==> src/hw/rtl/ssc_pkg.sv <==
// Shared types, constants and the digit decoder for the seven-segment chain driver
package ssc_pkg;

    // Display chain geometry
    localparam int GROUPS           = 3;
    localparam int SUBPOSITIONS     = 3;
    localparam int BITS_PER_DISPLAY = 8;
    localparam int NUM_DISPLAYS     = GROUPS * SUBPOSITIONS;
    localparam int TOTAL_BITS       = NUM_DISPLAYS * BITS_PER_DISPLAY;

    // Derived widths
    localparam int DISP_W = (NUM_DISPLAYS > 1) ? $clog2(NUM_DISPLAYS) : 1;
    localparam int CNT_W  = $clog2(TOTAL_BITS + 1);
    localparam int BIT_W  = $clog2(BITS_PER_DISPLAY);
    localparam int IDX_W  = 6;  // holds group * SUBPOSITIONS + subposition for this geometry (at most 12)

    // Action codes
    localparam logic [1:0] ACT_SET   = 2'd0;
    localparam logic [1:0] ACT_BLANK = 2'd1;
    localparam logic [1:0] ACT_FLUSH = 2'd2;
    localparam logic [1:0] ACT_TICK  = 2'd3;

    typedef logic [BITS_PER_DISPLAY-1:0] seg_t;
    typedef logic [DISP_W-1:0]           disp_idx_t;
    typedef logic [CNT_W-1:0]            cnt_t;

    // Input word
    typedef struct packed {
        logic [1:0] action;
        logic [1:0] group;
        logic [1:0] subposition;
        logic [3:0] digit;
        logic       dot;
    } item_t;

    // Result word
    typedef struct packed {
        logic serial_data;
        logic shift_pulse;
        logic latch_pulse;
        logic busy_res;
        logic refused;
    } result_t;

    // Controller states
    typedef enum logic {
        ST_IDLE,
        ST_SHIFT
    } state_t;

    // Commands from controller to datapath
    typedef struct packed {
        logic load;        // capture a result word
        logic store_we;    // write a segment byte
        logic store_blank; // written byte is zero
        logic cnt_clr;
        logic cnt_inc;
        logic shift_out;
        logic latch_out;
        logic refuse;
        logic busy;
    } cmd_t;

    // Status from datapath to controller
    typedef struct packed {
        logic count_done;  // every bit of the chain has been sent
        logic addr_ok;     // group and subposition are in range
    } status_t;

    // Digit to segment pattern; digits above nine are dark
    function automatic seg_t seg_pattern(input logic [3:0] digit);
        seg_t pat;
        unique case (digit)
            4'd0:    pat = 8'hFC;
            4'd1:    pat = 8'h60;
            4'd2:    pat = 8'hDA;
            4'd3:    pat = 8'hF2;
            4'd4:    pat = 8'h66;
            4'd5:    pat = 8'hB6;
            4'd6:    pat = 8'hBE;
            4'd7:    pat = 8'hE0;
            4'd8:    pat = 8'hFE;
            4'd9:    pat = 8'hE6;
            default: pat = 8'h00;
        endcase
        return pat;
    endfunction

endpackage

==> src/hw/rtl/ssc_ctrl.sv <==
// Controller state machine: decodes each accepted word into datapath commands
module ssc_ctrl (
    input  logic              clk,
    input  logic              rst_n,
    input  logic              accept,
    input  logic [1:0]        action,
    input  ssc_pkg::status_t  status,
    output ssc_pkg::cmd_t     cmd
);

    ssc_pkg::state_t state_reg;
    ssc_pkg::state_t state_next;

    // State register
    always_ff @(posedge clk or negedge rst_n)
    begin
        if (!rst_n)
        begin
            state_reg <= ssc_pkg::ST_IDLE;
        end
        else
        begin
            state_reg <= state_next;
        end
    end

    // Next state
    always_comb
    begin
        state_next = state_reg;
        unique case (state_reg)
            ssc_pkg::ST_IDLE:
            begin
                if (accept && action == ssc_pkg::ACT_FLUSH)
                begin
                    state_next = ssc_pkg::ST_SHIFT;
                end
            end
            ssc_pkg::ST_SHIFT:
            begin
                if (accept && action == ssc_pkg::ACT_TICK && status.count_done)
                begin
                    state_next = ssc_pkg::ST_IDLE;
                end
            end
            default:
            begin
                state_next = ssc_pkg::ST_IDLE;
            end
        endcase
    end

    // Command outputs
    always_comb
    begin
        cmd      = '0;
        cmd.load = accept;
        cmd.busy = (state_next == ssc_pkg::ST_SHIFT);
        unique case (state_reg)
            ssc_pkg::ST_IDLE:
            begin
                if (accept)
                begin
                    if (action == ssc_pkg::ACT_FLUSH)
                    begin
                        cmd.cnt_clr = 1'b1;
                    end
                    else if (action != ssc_pkg::ACT_TICK && status.addr_ok)
                    begin
                        cmd.store_we    = 1'b1;
                        cmd.store_blank = (action == ssc_pkg::ACT_BLANK);
                    end
                end
            end
            ssc_pkg::ST_SHIFT:
            begin
                if (accept)
                begin
                    if (action != ssc_pkg::ACT_TICK)
                    begin
                        cmd.refuse = 1'b1;
                    end
                    else if (status.count_done)
                    begin
                        cmd.latch_out = 1'b1;
                        cmd.cnt_clr   = 1'b1;
                    end
                    else
                    begin
                        cmd.shift_out = 1'b1;
                        cmd.cnt_inc   = 1'b1;
                    end
                end
            end
            default:
            begin
                cmd.load = accept;
            end
        endcase
    end

endmodule

==> src/hw/rtl/ssc_datapath.sv <==
// Datapath: segment store, bit counter, serial bit select and result register
module ssc_datapath (
    input  logic              clk,
    input  logic              rst_n,
    input  ssc_pkg::item_t    item,
    input  ssc_pkg::cmd_t     cmd,
    output ssc_pkg::status_t  status,
    output ssc_pkg::result_t  result
);

    ssc_pkg::seg_t     store_reg [ssc_pkg::NUM_DISPLAYS];
    ssc_pkg::cnt_t     cnt_reg;
    ssc_pkg::cnt_t     cnt_next;
    ssc_pkg::result_t  result_reg;
    ssc_pkg::result_t  result_next;

    logic [ssc_pkg::IDX_W-1:0] wr_idx_full;
    ssc_pkg::disp_idx_t        wr_idx;
    ssc_pkg::seg_t             wr_data;
    ssc_pkg::cnt_t             disp_from_cnt;
    ssc_pkg::cnt_t             rd_idx_full;
    ssc_pkg::disp_idx_t        rd_idx;
    logic [ssc_pkg::BIT_W-1:0] rd_bit;
    logic                      ser_bit;

    // Address and data for set or blank
    assign wr_idx_full = ssc_pkg::IDX_W'(item.group) * ssc_pkg::IDX_W'(ssc_pkg::SUBPOSITIONS)
                       + ssc_pkg::IDX_W'(item.subposition);
    assign wr_idx      = ssc_pkg::DISP_W'(wr_idx_full);
    assign wr_data     = cmd.store_blank ? '0
                       : (ssc_pkg::seg_pattern(item.digit)
                          | ssc_pkg::seg_t'(item.dot));

    assign status.addr_ok    = (32'(item.group) < ssc_pkg::GROUPS)
                            && (32'(item.subposition) < ssc_pkg::SUBPOSITIONS);
    assign status.count_done = (cnt_reg == ssc_pkg::CNT_W'(ssc_pkg::TOTAL_BITS));

    // Last display first, each byte LSB first
    assign disp_from_cnt = cnt_reg >> ssc_pkg::BIT_W;
    assign rd_idx_full   = ssc_pkg::CNT_W'(ssc_pkg::NUM_DISPLAYS - 1) - disp_from_cnt;
    assign rd_idx        = ssc_pkg::DISP_W'(rd_idx_full);
    assign rd_bit        = cnt_reg[ssc_pkg::BIT_W-1:0];
    assign ser_bit       = status.count_done ? 1'b0 : store_reg[rd_idx][rd_bit];

    // Segment store
    always_ff @(posedge clk or negedge rst_n)
    begin
        if (!rst_n)
        begin
            for (int i = 0; i < ssc_pkg::NUM_DISPLAYS; i++)
            begin
                store_reg[i] <= '0;
            end
        end
        else if (cmd.store_we)
        begin
            store_reg[wr_idx] <= wr_data;
        end
    end

    // Bit counter
    always_comb
    begin
        cnt_next = cnt_reg;
        if (cmd.cnt_clr)
        begin
            cnt_next = '0;
        end
        else if (cmd.cnt_inc)
        begin
            cnt_next = cnt_reg + ssc_pkg::CNT_W'(1);
        end
    end

    always_ff @(posedge clk or negedge rst_n)
    begin
        if (!rst_n)
        begin
            cnt_reg <= '0;
        end
        else
        begin
            cnt_reg <= cnt_next;
        end
    end

    // Result word
    always_comb
    begin
        result_next             = '0;
        result_next.serial_data = cmd.shift_out & ser_bit;
        result_next.shift_pulse = cmd.shift_out;
        result_next.latch_pulse = cmd.latch_out;
        result_next.busy_res    = cmd.busy;
        result_next.refused     = cmd.refuse;
    end

    always_ff @(posedge clk)
    begin
        if (cmd.load)
        begin
            result_reg <= result_next;
        end
    end

    assign result = result_reg;

endmodule

==> src/hw/rtl/seven_segment_chain_driver.sv <==
// Top level of the seven-segment daisy-chain driver
//
//   channel   valid          stall          word
//   input     item_valid     item_stall     item   (ssc_pkg::item_t)
//   output    result_valid   result_stall   result (ssc_pkg::result_t)
//
// One word is accepted per cycle unless the input is stalled; its result appears in the output register
// on the next cycle. The output register is the only buffer, so the input
// stalls only while a result waits and the output is stalled.
// Reset clears the segment store, the bit counter and the state machine.
// A full shift-out is NUM_DISPLAYS * 8 shift ticks plus one latch tick.
module seven_segment_chain_driver (
    input  logic              clk,
    input  logic              rst_n,
    input  logic              item_valid,
    output logic              item_stall,
    input  ssc_pkg::item_t    item,
    output logic              result_valid,
    input  logic              result_stall,
    output ssc_pkg::result_t  result
);

    logic              accept;
    logic              result_valid_reg;
    logic              result_valid_next;
    ssc_pkg::cmd_t     cmd;
    ssc_pkg::status_t  status;

    // Handshake
    assign item_stall = result_valid_reg & result_stall;
    assign accept     = item_valid & ~item_stall;

    assign result_valid_next = accept | (result_valid_reg & result_stall);

    always_ff @(posedge clk or negedge rst_n)
    begin
        if (!rst_n)
        begin
            result_valid_reg <= 1'b0;
        end
        else
        begin
            result_valid_reg <= result_valid_next;
        end
    end

    assign result_valid = result_valid_reg;

    ssc_ctrl u_ctrl (
        .clk    (clk),
        .rst_n  (rst_n),
        .accept (accept),
        .action (item.action),
        .status (status),
        .cmd    (cmd)
    );

    ssc_datapath u_datapath (
        .clk    (clk),
        .rst_n  (rst_n),
        .item   (item),
        .cmd    (cmd),
        .status (status),
        .result (result)
    );

`ifndef SYNTH
    // A latch pulse ends the shift-out
    assert property (@(posedge clk) disable iff (!rst_n)
        result_valid && result.latch_pulse |-> !result.busy_res)
        else $error("latch pulse with busy still set");

    // Shift pulses only happen inside a shift-out
    assert property (@(posedge clk) disable iff (!rst_n)
        result_valid && result.shift_pulse |-> result.busy_res && !result.refused)
        else $error("shift pulse outside a shift-out");

    // An accepted flush while idle starts a shift-out
    assert property (@(posedge clk) disable iff (!rst_n)
        accept && item.action == ssc_pkg::ACT_FLUSH |=> result.busy_res)
        else $error("flush did not leave the driver busy");

    // Data line is quiet unless shifting
    assert property (@(posedge clk) disable iff (!rst_n)
        result_valid && result.serial_data |-> result.shift_pulse)
        else $error("serial data without shift pulse");
`endif

endmodule

==> config.mk <==
export PLATFORM = sky130hd
export DESIGN_NAME = seven_segment_chain_driver
export DESIGN_NICKNAME = d
export VERILOG_FILES = /design/src/hw/rtl/ssc_pkg.sv /design/src/hw/rtl/ssc_ctrl.sv /design/src/hw/rtl/ssc_datapath.sv /design/src/hw/rtl/seven_segment_chain_driver.sv
export SDC_FILE = /design/constraint.sdc
export NUM_CORES = 1
export LEC_CHECK = 0
export BUFFER_PORTS_ARGS = -buffer_cell sky130_fd_sc_hd__buf_2
export CAP_MARGIN = 20
export CORE_UTILIZATION = 45
export DETAILED_ROUTE_END_ITERATION = 16
export PLACE_DENSITY = 0.66
export SLEW_MARGIN = 20
export SYNTH_ARGS = -nofsm -noshare
export SYNTH_HDL_FRONTEND = slang
export SYNTH_SLANG_ARGS = --single-unit
==> constraint.sdc <==
create_clock -name clk -period 4.1 [get_ports clk]
set_clock_uncertainty 0.15 [all_clocks]
set_input_delay 0.205 -clock clk [delete_from_list [all_inputs] [get_ports clk]]
set_output_delay 0.205 -clock clk [all_outputs]
set_load 0.01 [all_outputs]
# [Word level (Yosys, flattened, before mapping)]
# Memories as Yosys holds them, arrays and structs flattened.
# Cells that the tools add are included.
[op_classes] addsub=3 multipliers=1 div=0 order_cmp=6 n_eq_ne=5 shift=0 mux=27 n_bitwise=10 reduce_logical=9
[ops] op="72-bit bitwise mux" count=1
[ops] op="8-bit binary-select mux with 4-bit select" count=1
[ops] op="8-bit demux with 4-bit select" count=1
[ops] op="8-bit 2-to-1 mux" count=4
[ops] op="7-bit 2-to-1 mux" count=2
[ops] op="5-bit greater-or-equal comparator, second input constant" count=2
[ops] op="4-bit NOT with 5-bit output" count=2
[ops] op="2-bit 2-to-1 mux" count=4
[ops] op="4-bit 2-to-1 mux" count=2
[ops] op="8-bit by 1-bit OR with 8-bit output" count=1
[ops] op="7-bit by 1-bit adder with 7-bit output, second input constant" count=1
[ops] op="7-bit equality test, second input constant" count=1
[ops] op="1-bit 2-to-1 mux" count=7
[ops] op="1-bit logical AND" count=6
[ops] op="5-bit by 1-bit less-than comparator with 1-bit output, second input constant" count=1
[ops] op="5-bit 2-to-1 mux" count=1
[ops] op="4-bit by 2-bit adder with 4-bit output" count=1
[ops] op="2-bit equality test, second input constant" count=2
[ops] op="2-bit less-than comparator, second input constant" count=2
[ops] op="3-bit by 4-bit less-than comparator with 1-bit output, second input constant" count=1
[ops] op="2-bit by 2-bit multiplier with 4-bit output, second input constant" count=1
[ops] op="1-bit case mux with 2 select lines" count=2
[ops] op="4-bit subtractor, first input constant" count=1
[ops] op="1-bit bitwise AND" count=3
[ops] op="other kinds (9)" count=11
[totals] regBits=86 latchBits=0 ram_bits=0 mem_bits_ro=112 output_inout_bits=7 wordCells=79 memories=1
[memory_table] memory="(name not given)" depth=16 width=7 read_ports=1 rd_ports_with_merged_regs=0 wr=0 line="ssc_pkg.sv:73" text="unique case (digit)"

# [Depth between registers and ports, before layout]
# Gate-level depths: netlist of the first run.
[depth] word_depth=9 mapped_depth=10 depth_no_buf=9

# [Modules after synthesis]
# A second synthesis of the first run with hierarchy kept.
[unflattened] cells_unflattened=369 area_unflattened_um2=4590.7
[by_module_without_submodules] module="ssc_datapath" n_inst=1 cells_each=347 area_each_um2=4414.2 seq_area_each_um2=2127.0
[by_module_without_submodules] module="ssc_ctrl" n_inst=1 cells_each=18 area_each_um2=126.4 seq_area_each_um2=25.0
[by_module_without_submodules] module="seven_segment_chain_driver" n_inst=1 cells_each=4 area_each_um2=50.0 seq_area_each_um2=25.0

# [Least setup slack after synthesis of the first run]
# Ideal clock, no wire load.
[synth_path] path_type="register to register" from="register u_datapath.cnt_reg[3]" to="register u_datapath.result_reg (netlist bit u_datapath.result[4]), data pin" setup_time_ns=0.267 t_arrival_ns=2.590 required_ns=3.683 slack_ns=1.092 path_stages_with_launch=10 path_buffers=3 period_less_slack_ns=3.008 path_cell_list="dfrtp_1 > buf_2 > inv_1 > ha_1 > buf_2 > buf_1 > mux4_2 > mux4_2 > o211ai_1 > nand3_1"
[synth_lines] element="start, declared" line="ssc_datapath.sv:12" text="ssc_pkg::cnt_t cnt_reg;"
[synth_lines] element="start signal, assigned" line="ssc_datapath.sv:83" text="cnt_reg <= cnt_next;"
[synth_lines] element="end signal, assigned" line="ssc_datapath.sv:102" text="result_reg <= result_next;"
[synth_lines] element="end, declared" line="ssc_datapath.sv:14" text="ssc_pkg::result_t result_reg;"

# [Worst setup path in the final report of the first run]
[layout_path] from="input port item[6] (netlist bit)" to="register u_datapath.store_reg[62] (netlist bit)"
[layout_between] elab_chain_cells=9 elab_cells_between_ends=16 cone_classes="1 x add/sub; 3 x order compare; 8 x mux; 1 x bitwise; 3 x reduce/logical"
[layout_lines] element="start, declared" line="seven_segment_chain_driver.sv:17" text="input ssc_pkg::item_t item,"
[layout_lines] element="parallel branches: the longest is 9 deep, another holds 5-bit greater-or-equal comparator"
[layout_lines] element="end signal, assigned by index" line="ssc_datapath.sv:57" text="store_reg[wr_idx] <= wr_data;"
[layout_lines] element="end, declared" line="ssc_datapath.sv:11" text="ssc_pkg::seg_t store_reg [ssc_pkg::NUM_DISPLAYS];"
# Several ways; the timed one is not identified.
# A chain may end at the register's enable or synchronous reset.

==> flow_summary.yaml, run 1 <==
run_status:
  status: "complete, no violations"
sta:
  slew_violations: 0
  max_freq_ghz: 0.3487
  rsz0062_at_grt: "no"
  slew_headroom_pct: 37.51
  worstMarginPinSlew_ps: 933.3
  final_hold_viol_count: 0
  setup_viol: 0
  timing.final.crit_share_pct: 69.94
  tns_ps: 0
  fin_crit_ps: 2868
clock_tree:
  cts-root-buf: "clkbuf_8"
  cts_tree: "built"
  htree_levels: 3
  cts_made_buffers: 9
  worstSkewPairLatency_ps: 350
  clk_pin_slew_ps: 90
  cts_setup_buffers: 0
  clk_path_buf_depth: 2
  cts.sinks: 86
logic_synthesis:
  synth.area.top_cells: "dfrtp_1, mux2_2, mux4_2, edfxtp_1, ha_1"
  synth_largest_area_cell: "dfrtp_1"
  synth-edff-count: 5
  synth_ff_type: "dfrtp_1"
  syn_avg_cell_area_sq_um: 13.23
  synth.cell_area_sq_um: 4433
  syn_inst: 335
  ys_warn_count: 0
  ys_seq_area_share_pct: 49.11
  async_flop_share_pct: 94.19
  yosysTopAreaCellShare_pct: 45.72
  ys_ff_latch: 86
  synth_cell_types: 52
  synth_nets: 364
detailed_routing:
  drt_iter0_markers: 58
  wl_per_cell_um: 18.65
  drcViolationCount: 0
  vias_per_cell: 5.717
  vias: 2813
  wirelength_um: 9176
  firstDrtPassIters: 4
  ant_nets: 0
critical_path:
  r2r_end: "u_datapath.cnt_reg[0]"
  r2r_start: "u_datapath.cnt_reg[0]"
  crit_path_frequent_cell: "fa_1"
  path_buf_inv: 2
  path_class: "primary input to flip-flop"
  setup.worst_path.end_class: "flip-flop"
  cp_top_family: "adder cells"
  path_max_fanout: 8
  cp.required_ps: 4190
  crit_path_top_delay_cell: "nor3b_2"
  crit_arrival_ps: 2960
  cp-start-kind: "primary input"
  ff2ff_setup_slack_ps: 1280
  reg2reg_depth: 8
  critPathMaxStageDelay_ps: 810
  crit_chain: "buf_2 > fa_1 > ha_1 > inv_1 > fa_1 > nand3_2 > nor3b_2 > mux2_2"
layout:
  fin_nets: 387
  post-route-util_pct: 52.20
  fin_cells: 492
  drive_above_1_share_pct: 38.57
  syn_to_final_growth_pct: 10.36
  n_antenna_cell: 0
  largest_register_ffs: 72
placement:
  globalplace.congestion: 0.8459
  port_buffers: 21
  post-dp-hpwl_um: 6216
  place_inst: 474
grt:
  grt.overflow.total: 0
  grt_use_total_pct: 20.18
  grt_start_max_net_pins: 82
  antenna_found_initial: 0
  grt_pass1_vias: 2924
  grt_pass1_wl_um: 15480
job:
  max_cap_viol_count: 0
floorplan:
  die_area_sq_um: 10250
  rows: 35
  start_util_pct: 47.30
  coreArea_sq_um: 9371
  dieHeight_um: 101.3
  io_pins: 22
  dieWidth_um: 101.3
hold_path:
  whs_endpoint: "u_ctrl.state_reg"
  holdPathStages: 2
  min-delay-start: "item[9]"
  hp-class: "primary input to flip-flop"
power:
  vdd_ir_drop_max_mv: 0.3712
  leakagePower_uw: 0.002262
  power_density_nw_per_um2: 473.8
## synth_stat cells, drive strengths merged (2+ instances only)
cell and instances:
and2 5, mux4 17, a221oi 2, nor2 12
a2111oi 2, nand2b 2, dfrtp 81, nand3b 2
a211oi 3, nor3b 2, fa 2, nor3 3
buf 6, xnor2 2, a21oi 9, nand3 6
and3 2, clkbuf 7, a31oi 2, mux2 73
or3 4, and4 2, xor2 2, nand4 4
nand2 25, or2 2, o31ai 3, o21ai 11
ha 12, inv 12, nand4b 2, edfxtp 5
## cell type report
| type | instances | area [sq um] |
|---|---|---|
| Clock buffer | 11 | 152.6 |
| Clock inverter | 5 | 62.56 |
| Fill cell | 823 | 4479 |
| Inverter | 13 | 48.80 |
| Multi-Input combinational cell | 223 | 2143 |
| Sequential cell | 86 | 2177 |
| Tap cell | 129 | 161.4 |
| Timing Repair Buffer | 25 | 146.4 |
## what timing repair did
action,CTS,global route
hold buffers,2,0
endpoints found under the hold margin,82,0
resized for setup,0,0
## per-stage QoR
stage	power (uW)	instance area [sq um]	hold slack (ps)	setup slack, ps
3_3_place_gp	1672	4653	270.2	905.5
5_1_grt	2447	4892	69.82	1025
2_1_floorplan	1510	4433	-240.6	1092
4_1_cts	2338	4888	55.41	1254
6_report	2318	4892	46.09	1232
3_5_place_dp	1699	4653	279.1	896.4
## how the worst max path moves through the flow
stage	from	end	slack, ps	depth (start not counted)
after CTS	item[6]	u_datapath.store_reg[59]	1250	8
after floorplan	u_datapath.cnt_reg[3]	u_datapath.result[4]	1090	9
after detailed placement	item[6]	u_datapath.store_reg[62]	900	8
final	item[6]	u_datapath.store_reg[62]	1230	8
after global placement	item[6]	u_datapath.store_reg[60]	910	8
after global routing	u_datapath.cnt_reg[0]	u_datapath.cnt_reg[0]	1020	8
## cells by family after synthesis
family	after synthesis	synth area share [%]
mux	90	27.18
flops	86	49.11
simple gates	76	9.371
compound gates	39	6.718
buf+inv	26	2.540
fa+ha+maj	14	4.290
xor+xnor	4	0.7904
## placed cells by master, fill, tap and decap left out, types with 3 or more instances in the layout
cell / instances
or3_1: 3
dfrtp_1: 81
edfxtp_1: 5
mux4_2: 17
o21ai_0: 11
nor2_1: 11
nand3_1: 5
a21oi_1: 9
nand2_1: 25
and2_1: 5
ha_1: 12
clkbuf_8: 9
o31ai_1: 3
nand4_1: 4
mux2_2: 73
buf_2: 20
inv_1: 12
## metal layers
metal  track usage (%)  share of wire [%]
met1             27.21                 46
met2             33.02                 47
met3             2.692                3.2
met4             8.473                2.9
met5                 0                  0
## report_power, final
group          switching, uW  internal (uW)
Sequential              85.6            933
Combinational            381            281
Clock                    313            324
No activity file was read; power rests on OpenSTA's default activity.
==> run 2: changes to the inputs <==
--- a/config.mk
+++ b/config.mk
@@ -5,6 +5,7 @@
 export SDC_FILE = /design/constraint.sdc
 export NUM_CORES = 1
 export LEC_CHECK = 0
+export ABC_AREA = 1
 export BUFFER_PORTS_ARGS = -buffer_cell sky130_fd_sc_hd__buf_2
 export CAP_MARGIN = 20
 export CORE_UTILIZATION = 45
==> constraint.sdc (replaced) <==
create_clock -name clk -period 2.65 [get_ports clk]
set_clock_uncertainty 0.15 [all_clocks]
set_input_delay 0.1325 -clock clk [delete_from_list [all_inputs] [get_ports clk]]
set_output_delay 0.1325 -clock clk [all_outputs]
set_load 0.01 [all_outputs]
==> run 2 against run 1 <==
Area after synthesis is 1.3% higher. Largest cell class unchanged. Wire length is 23% higher. Synthesized cell count is 71% higher. Die area is 1.3% higher. Setup slack worse by 860 ps. Count of clock-buffer cells in the layout stayed put. Non-clock buffer count is 14 higher. Highest routed layer unchanged. Cell area is 2.4% higher. Total power is 51% higher.
==> flow_summary.yaml, run 2 <==
layout:
  syn_to_final_growth_pct: 11.56
  largest_register_ffs: 72
  final_common_cell: "nand2_1"
  n_antenna_cell: 0
  drive_above_1_share_pct: 11.49
  fin_nets: 633
  final_area_sq_um: 5010
  layout_common_cells: "nand2_1, o21ai_0, dfrtp_1, nand3_1, inv_1"
  fin_cells: 742
logic_synthesis:
  synth_most_common_cell: "nand2_1"
  ys_ff_latch: 86
  synth_cell_types: 34
  yosysTopAreaCellShare_pct: 45.14
  ys_warn_count: 0
  ys_top_cells_by_count: "nand2_1, dfrtp_1, o21ai_0"
  async_flop_share_pct: 94.19
  ys_seq_area_share_pct: 48.48
  synth_ff_type: "dfrtp_1"
  synth_nets: 603
  synth.cell_area_sq_um: 4491
  synth_largest_area_cell: "dfrtp_1"
  syn_avg_cell_area_sq_um: 7.823
  synth-edff-count: 5
  syn_inst: 574
  synth.area.top_cells: "dfrtp_1, nand2_1, o21ai_0, nand3_1, inv_1"
critical_path:
  cp.required_ps: 2730
  crit_arrival_ps: 2360
  cp-start-kind: "flip-flop"
  setup.worst_path.end_class: "flip-flop"
  worstSetupStartpoint: "u_datapath.cnt_reg[3]"
  path_max_fanout: 19
  ff2ff_setup_slack_ps: 370
  path_class: "flip-flop to flip-flop"
  r2r_start: "u_datapath.cnt_reg[3]"
  endpoint: "u_datapath.result[4]"
  r2r_end: "u_datapath.result[4]"
  reg2reg_depth: 14
clock_tree:
  clk_path_buf_depth: 2
  cts_setup_buffers: 0
  clk_pin_slew_ps: 90
  cts_made_buffers: 9
  cts-root-buf: "clkbuf_8"
  cts-hold-fix-buffers: 3
  cts.sinks: 86
  htree_levels: 3
  cts_resized: 0
  worstSkewPairLatency_ps: 370
  cts_tree: "built"
power:
  power_density_nw_per_um2: 699.7
  vdd_ir_drop_max_mv: 0.4194
  leakagePower_uw: 0.002394
sta:
  rsz0062_at_grt: "no"
  worstMarginPinSlew_ps: 896.7
  slew_violations: 0
  timing.final.crit_share_pct: 86.06
  final_hold_viol_count: 0
  slew_headroom_pct: 39.82
  setup_viol: 0
  tns_ps: 0
  fin_crit_ps: 2281
  max_freq_ghz: 0.4385
grt:
  use_met3_pct: 5.677
  grt_use_met1_pct: 33.27
  grt.overflow.total: 0
  grt_use_met2_pct: 36.02
  grt_pass1_wl_um: 18360
  antenna_found_initial: 0
  grt_use_total_pct: 23.91
  busiest_layer: "met2"
  grt_start_max_net_pins: 45
  grt_pass1_vias: 3598
floorplan:
  die_area_sq_um: 10380
  io_pins: 22
  rows: 36
  start_util_pct: 46.15
  dieWidth_um: 101.9
  coreArea_sq_um: 9729
  dieHeight_um: 101.9
placement:
  post-dp-hpwl_um: 7662
  place_area_sq_um: 4775
  place_inst: 723
  globalplace.congestion: 0.9273
  port_buffers: 21
detailed_routing:
  drcViolationCount: 0
  drt_iter0_markers: 261
  ant_nets: 0
  wirelength_um: 11310
  wl_per_cell_um: 15.24
  firstDrtPassIters: 4
  vias: 3927
  vias_per_cell: 5.292
job:
  max_cap_viol_count: 0
run_status:
  status: "complete, no violations"
hold_path:
  hp-class: "primary input to flip-flop"
-- run 2: through the flow --
| step | power, uW | utilization (%) | hold WS (ps) | setup WS [ps] |
|---|---|---|---|---|
| 6_report | 3506 | 51.49 | 30.02 | 369.3 |
| 3_5_place_dp | 2576 | 49.07 | 23.53 | 25.43 |
| 4_1_cts | 3525 | 51.41 | 14.27 | 139.2 |
| 5_1_grt | 3735 | 51.49 | 65.32 | 102.1 |
| 3_3_place_gp | 2547 | 49.07 | 19.93 | 75.31 |
| 2_1_floorplan | 2304 | - | -313.1 | 336.0 |
-- run 2: cells by family (layout without fill, tap and decap cells) --
kind of cell / count (synthesis) / count (layout) / synth area share (%)
buf+inv: 72 / 107 / 6.631
fa+ha+maj: 14 / 14 / 4.235
xor+xnor: 3 / 3 / 0.7525
compound gates: 98 / 98 / 11.17
flops: 86 / 86 / 48.48
simple gates: 301 / 301 / 28.73
-- run 2: final cells by class --
type	count	area [sq um]
Fill cell	967	4720
Sequential cell	86	2177
Multi-Input combinational cell	416	2023
Timing Repair Buffer	39	250.2
Inverter	52	195.2
Tap cell	133	166.4
Clock buffer	11	141.4
Clock inverter	5	56.30
-- run 2: worst min-delay path by stage --
stage              from                     to  slack (ps)  cells past startpoint
3_5_place_dp      rst_n  u_datapath.cnt_reg[0]          20                      1
6_report       item[10]   u_datapath.result[0]          30                      4
2_1_floorplan     rst_n           result_valid        -310                      0
4_1_cts        item[10]   u_datapath.result[0]          10                      4
5_1_grt        item[10]   u_datapath.result[0]          70                      4
3_3_place_gp      rst_n  u_datapath.cnt_reg[0]          20                      1
-- run 2: critical path, stage by stage, from the launching register on --
cell      delay (ps)
dfrtp_1          360
inv_2             40
ha_1             320
clkinv_1          50
buf_4            260
nand2_1           80
inv_1            220
nand2_1          100
nor2_1           100
nand2_1           60
nand3_1           80
nand3_1           90
nand2_1           70
nor2_1            40
nor2_1           110
-- run 2: metal layers --
| metal | part of all wire, % | wire [um] |
|---|---|---|
| met1 | 47 | 5274 |
| met2 | 45 | 5094 |
| met3 | 5.2 | 592 |
| met4 | 3.0 | 344 |
| met5 | 0 | 0 |
-- run 2: power breakdown --
| part | switching, uW | leakage (uW) | total [uW] | internal, uW |
|---|---|---|---|---|
| clock | 477 | 0.0000997 | 939 | 462 |
| combinational | 513 | 0.00115 | 812 | 299 |
| sequential | 174 | 0.00114 | 1750 | 1580 |
==> run 3: changes to the inputs <==
--- a/config.mk
+++ b/config.mk
@@ -10,7 +10,7 @@
 export CAP_MARGIN = 20
 export CORE_UTILIZATION = 45
 export DETAILED_ROUTE_END_ITERATION = 16
-export PLACE_DENSITY = 0.66
+export PLACE_DENSITY_LB_ADDON = 0.12
 export SLEW_MARGIN = 20
 export SYNTH_ARGS = -nofsm -noshare
 export SYNTH_HDL_FRONTEND = slang
==> run 3 against run 2 <==
Die area did not move. Critical path depth did not move. Flip-flop and latch count did not move. Sequential share of layout area fell by 0.15 points. First-iteration DRC count fell by 8.0%. Worst hold slack improved by 23 ps.
==> flow_summary.yaml, run 3 (synthesis results as in run 2) <==
power:
  switching_share_pct: 33.79
  pwr-share-clk_pct: 24.3
  vdd_ir_drop_max_mv: 0.4678
  leakagePower_uw: 0.002390
  seq_power_share_pct: 52.2
  p_comb_share_pct: 23.5
  power_density_nw_per_um2: 667.7
  p_sw_uw: 1134
  intPower_uw: 2222
critical_path:
  path_class: "flip-flop to flip-flop"
  crit_arrival_ps: 2410
  setup.worst_path.end_class: "flip-flop"
  cp-start-kind: "flip-flop"
  critPathMaxStageDelay_ps: 420
  path_max_fanout: 19
  crit_chain: "inv_1 > ha_1 > clkinv_1 > buf_4 > nand2_1 > inv_1 > nand2_1 > nor2_1 > nand2_1 > nand3_1 > nand3_2 > nand2_1 > nor2_1 > nor2_1"
  crit_path_top_delay_cell: "dfrtp_1"
  cp.required_ps: 2700
  crit_path_frequent_cell: "nand2_1"
sta:
  setup_viol: 0
  slew_headroom_pct: 35.92
  setup_slack_ps: 289.1
  tns_ps: 0
  max_freq_ghz: 0.4236
  final_hold_viol_count: 0
  fin_crit_ps: 2361
  slew_violations: 0
  timing.final.crit_share_pct: 89.09
  rsz0062_at_grt: "no"
  fin_hold_ws_ps: 52.93
  worstMarginPinSlew_ps: 961.1
detailed_routing:
  wirelength_um: 11240
  drcViolationCount: 0
  firstDrtPassIters: 5
  vias: 3836
  ant_nets: 0
  wl_per_cell_um: 15.07
  vias_per_cell: 5.142
  drt_iter0_markers: 240
floorplan:
  rows: 36
  die_area_sq_um: 10380
  start_util_pct: 46.15
  coreArea_sq_um: 9729
  dieHeight_um: 101.9
  io_pins: 22
  dieWidth_um: 101.9
clock_tree:
  cts.sinks: 86
  clk_path_buf_depth: 2
  worstSkewPairLatency_ps: 360
  htree_levels: 3
  cts_made_buffers: 9
  cts_tree: "built"
  cts-root-buf: "clkbuf_8"
  clk_pin_slew_ps: 80
layout:
  seq_area_sq_um: 2177
  n_fill_cell: 995
  multiInputGateArea_sq_um: 2016
  syn_to_final_growth_pct: 11.95
  largest_register_ffs: 72
  drive_above_1_share_pct: 11.75
  post-route-util_pct: 51.67
  layout_common_cells: "nand2_1, o21ai_0, dfrtp_1, nand3_1, inv_1"
  fin_nets: 637
  final_common_cell: "nand2_1"
  final_area_sq_um: 5027
  n_antenna_cell: 0
grt:
  grt.overflow.total: 0
  grt_pass1_vias: 3628
  antenna_found_initial: 0
  grt_pass1_wl_um: 18690
  grt_use_total_pct: 24.13
  grt_start_max_net_pins: 42
placement:
  place_area_sq_um: 4830
  post-dp-hpwl_um: 7557
  port_buffers: 21
  globalplace.congestion: 0.8694
  place_ws_ps: 164.4
job:
  max_cap_viol_count: 0
hold_path:
  hp-class: "primary input to flip-flop"
run_status:
  status: "complete, no violations"
==> run 3: cell count changes in the layout (fill, tap and decap cells not counted) <==
cell | previous run | this run
clkinv_2 | 2 | 1
clkbuf_8 | 10 | 9
inv_6 | 1 | 0
bufinv_16 | 1 | 0
xnor2_1 | 0 | 1
clkinv_4 | 0 | 1
buf_12 | 0 | 2
xnor2_2 | 1 | 0
clkinvlp_4 | 1 | 3
buf_4 | 16 | 18
clkbuf_1 | 1 | 2
==> run 3: final cells by class <==
cell class	count	share of cell area [%]
tap	133	3.310
inverter	52	3.883
clock inverter	5	0.7218
multi-input combinational	416	40.09
clock buffer	11	2.613
timing repair buffer	43	6.073
sequential	86	43.31
==> run 3: final timing paths <==
kind / startpoint / endpoint / slack, ps / cells after the start
setup / recovery: u_datapath.cnt_reg[4] / u_datapath.result[4] / 290 / 14
hold / removal: item[10] / u_datapath.result[0] / 50 / 4
setup reg to reg: u_datapath.cnt_reg[4] / u_datapath.result[4] / 290 / 14
hold reg to reg: u_datapath.store_reg[46] / u_datapath.store_reg[46] / 340 / 2
max in group asynchronous: rst_n / u_datapath.store_reg[48] / 1500 / 3
min in group asynchronous: rst_n / u_datapath.store_reg[47] / 150 / 2
==> run 3: critical path: cells and delay by family (launching register included) <==
kind                       cells  cell delay, ps
adders and majority gates      1             300
buffers and inverters          4             600
DFF                            1             420
and+or+nand+nor                9             740
==> run 3: metal layers <==
| layer | part of all wire (%) | vias to the layer above | track usage [%] |
|---|---|---|---|
| met3 | 4.5 | 19 | 5.062 |
| li1 | - | 1915 | - |
| met4 | 2.0 | 0 | 7.253 |
| met5 | 0 | - | 0 |
| met1 | 48 | 1817 | 33.81 |
| met2 | 46 | 85 | 37.89 |
==> run 3: timing repair <==
item | 4_1_cts | 5_1_grt
setup buffers | 0 | 0
gates resized for setup | 0 | 0
setup endpoints to repair | 0 | 0
hold endpoints to repair | 40 | 0
hold buffers | 3 | 0
==> run 3: power by group through the flow <==
| stage | registers (uW) | clock network, uW | logic [uW] |
|---|---|---|---|
| floorplan | 1730 | 0 | 575 |
| global placement | 1760 | 0 | 769 |
| detailed placement | 1770 | 0 | 791 |
| CTS | 1750 | 850 | 796 |
| global route | 1780 | 895 | 939 |
| finish | 1750 | 816 | 790 |
==> run 3: stage by stage <==
step | total power, uW | std cells
finish | 3357 | 746
global route | 3617 | 746
CTS | 3391 | 746
detailed placement | 2560 | 727
global placement | 2534 | 727
floorplan | 2304 | 574
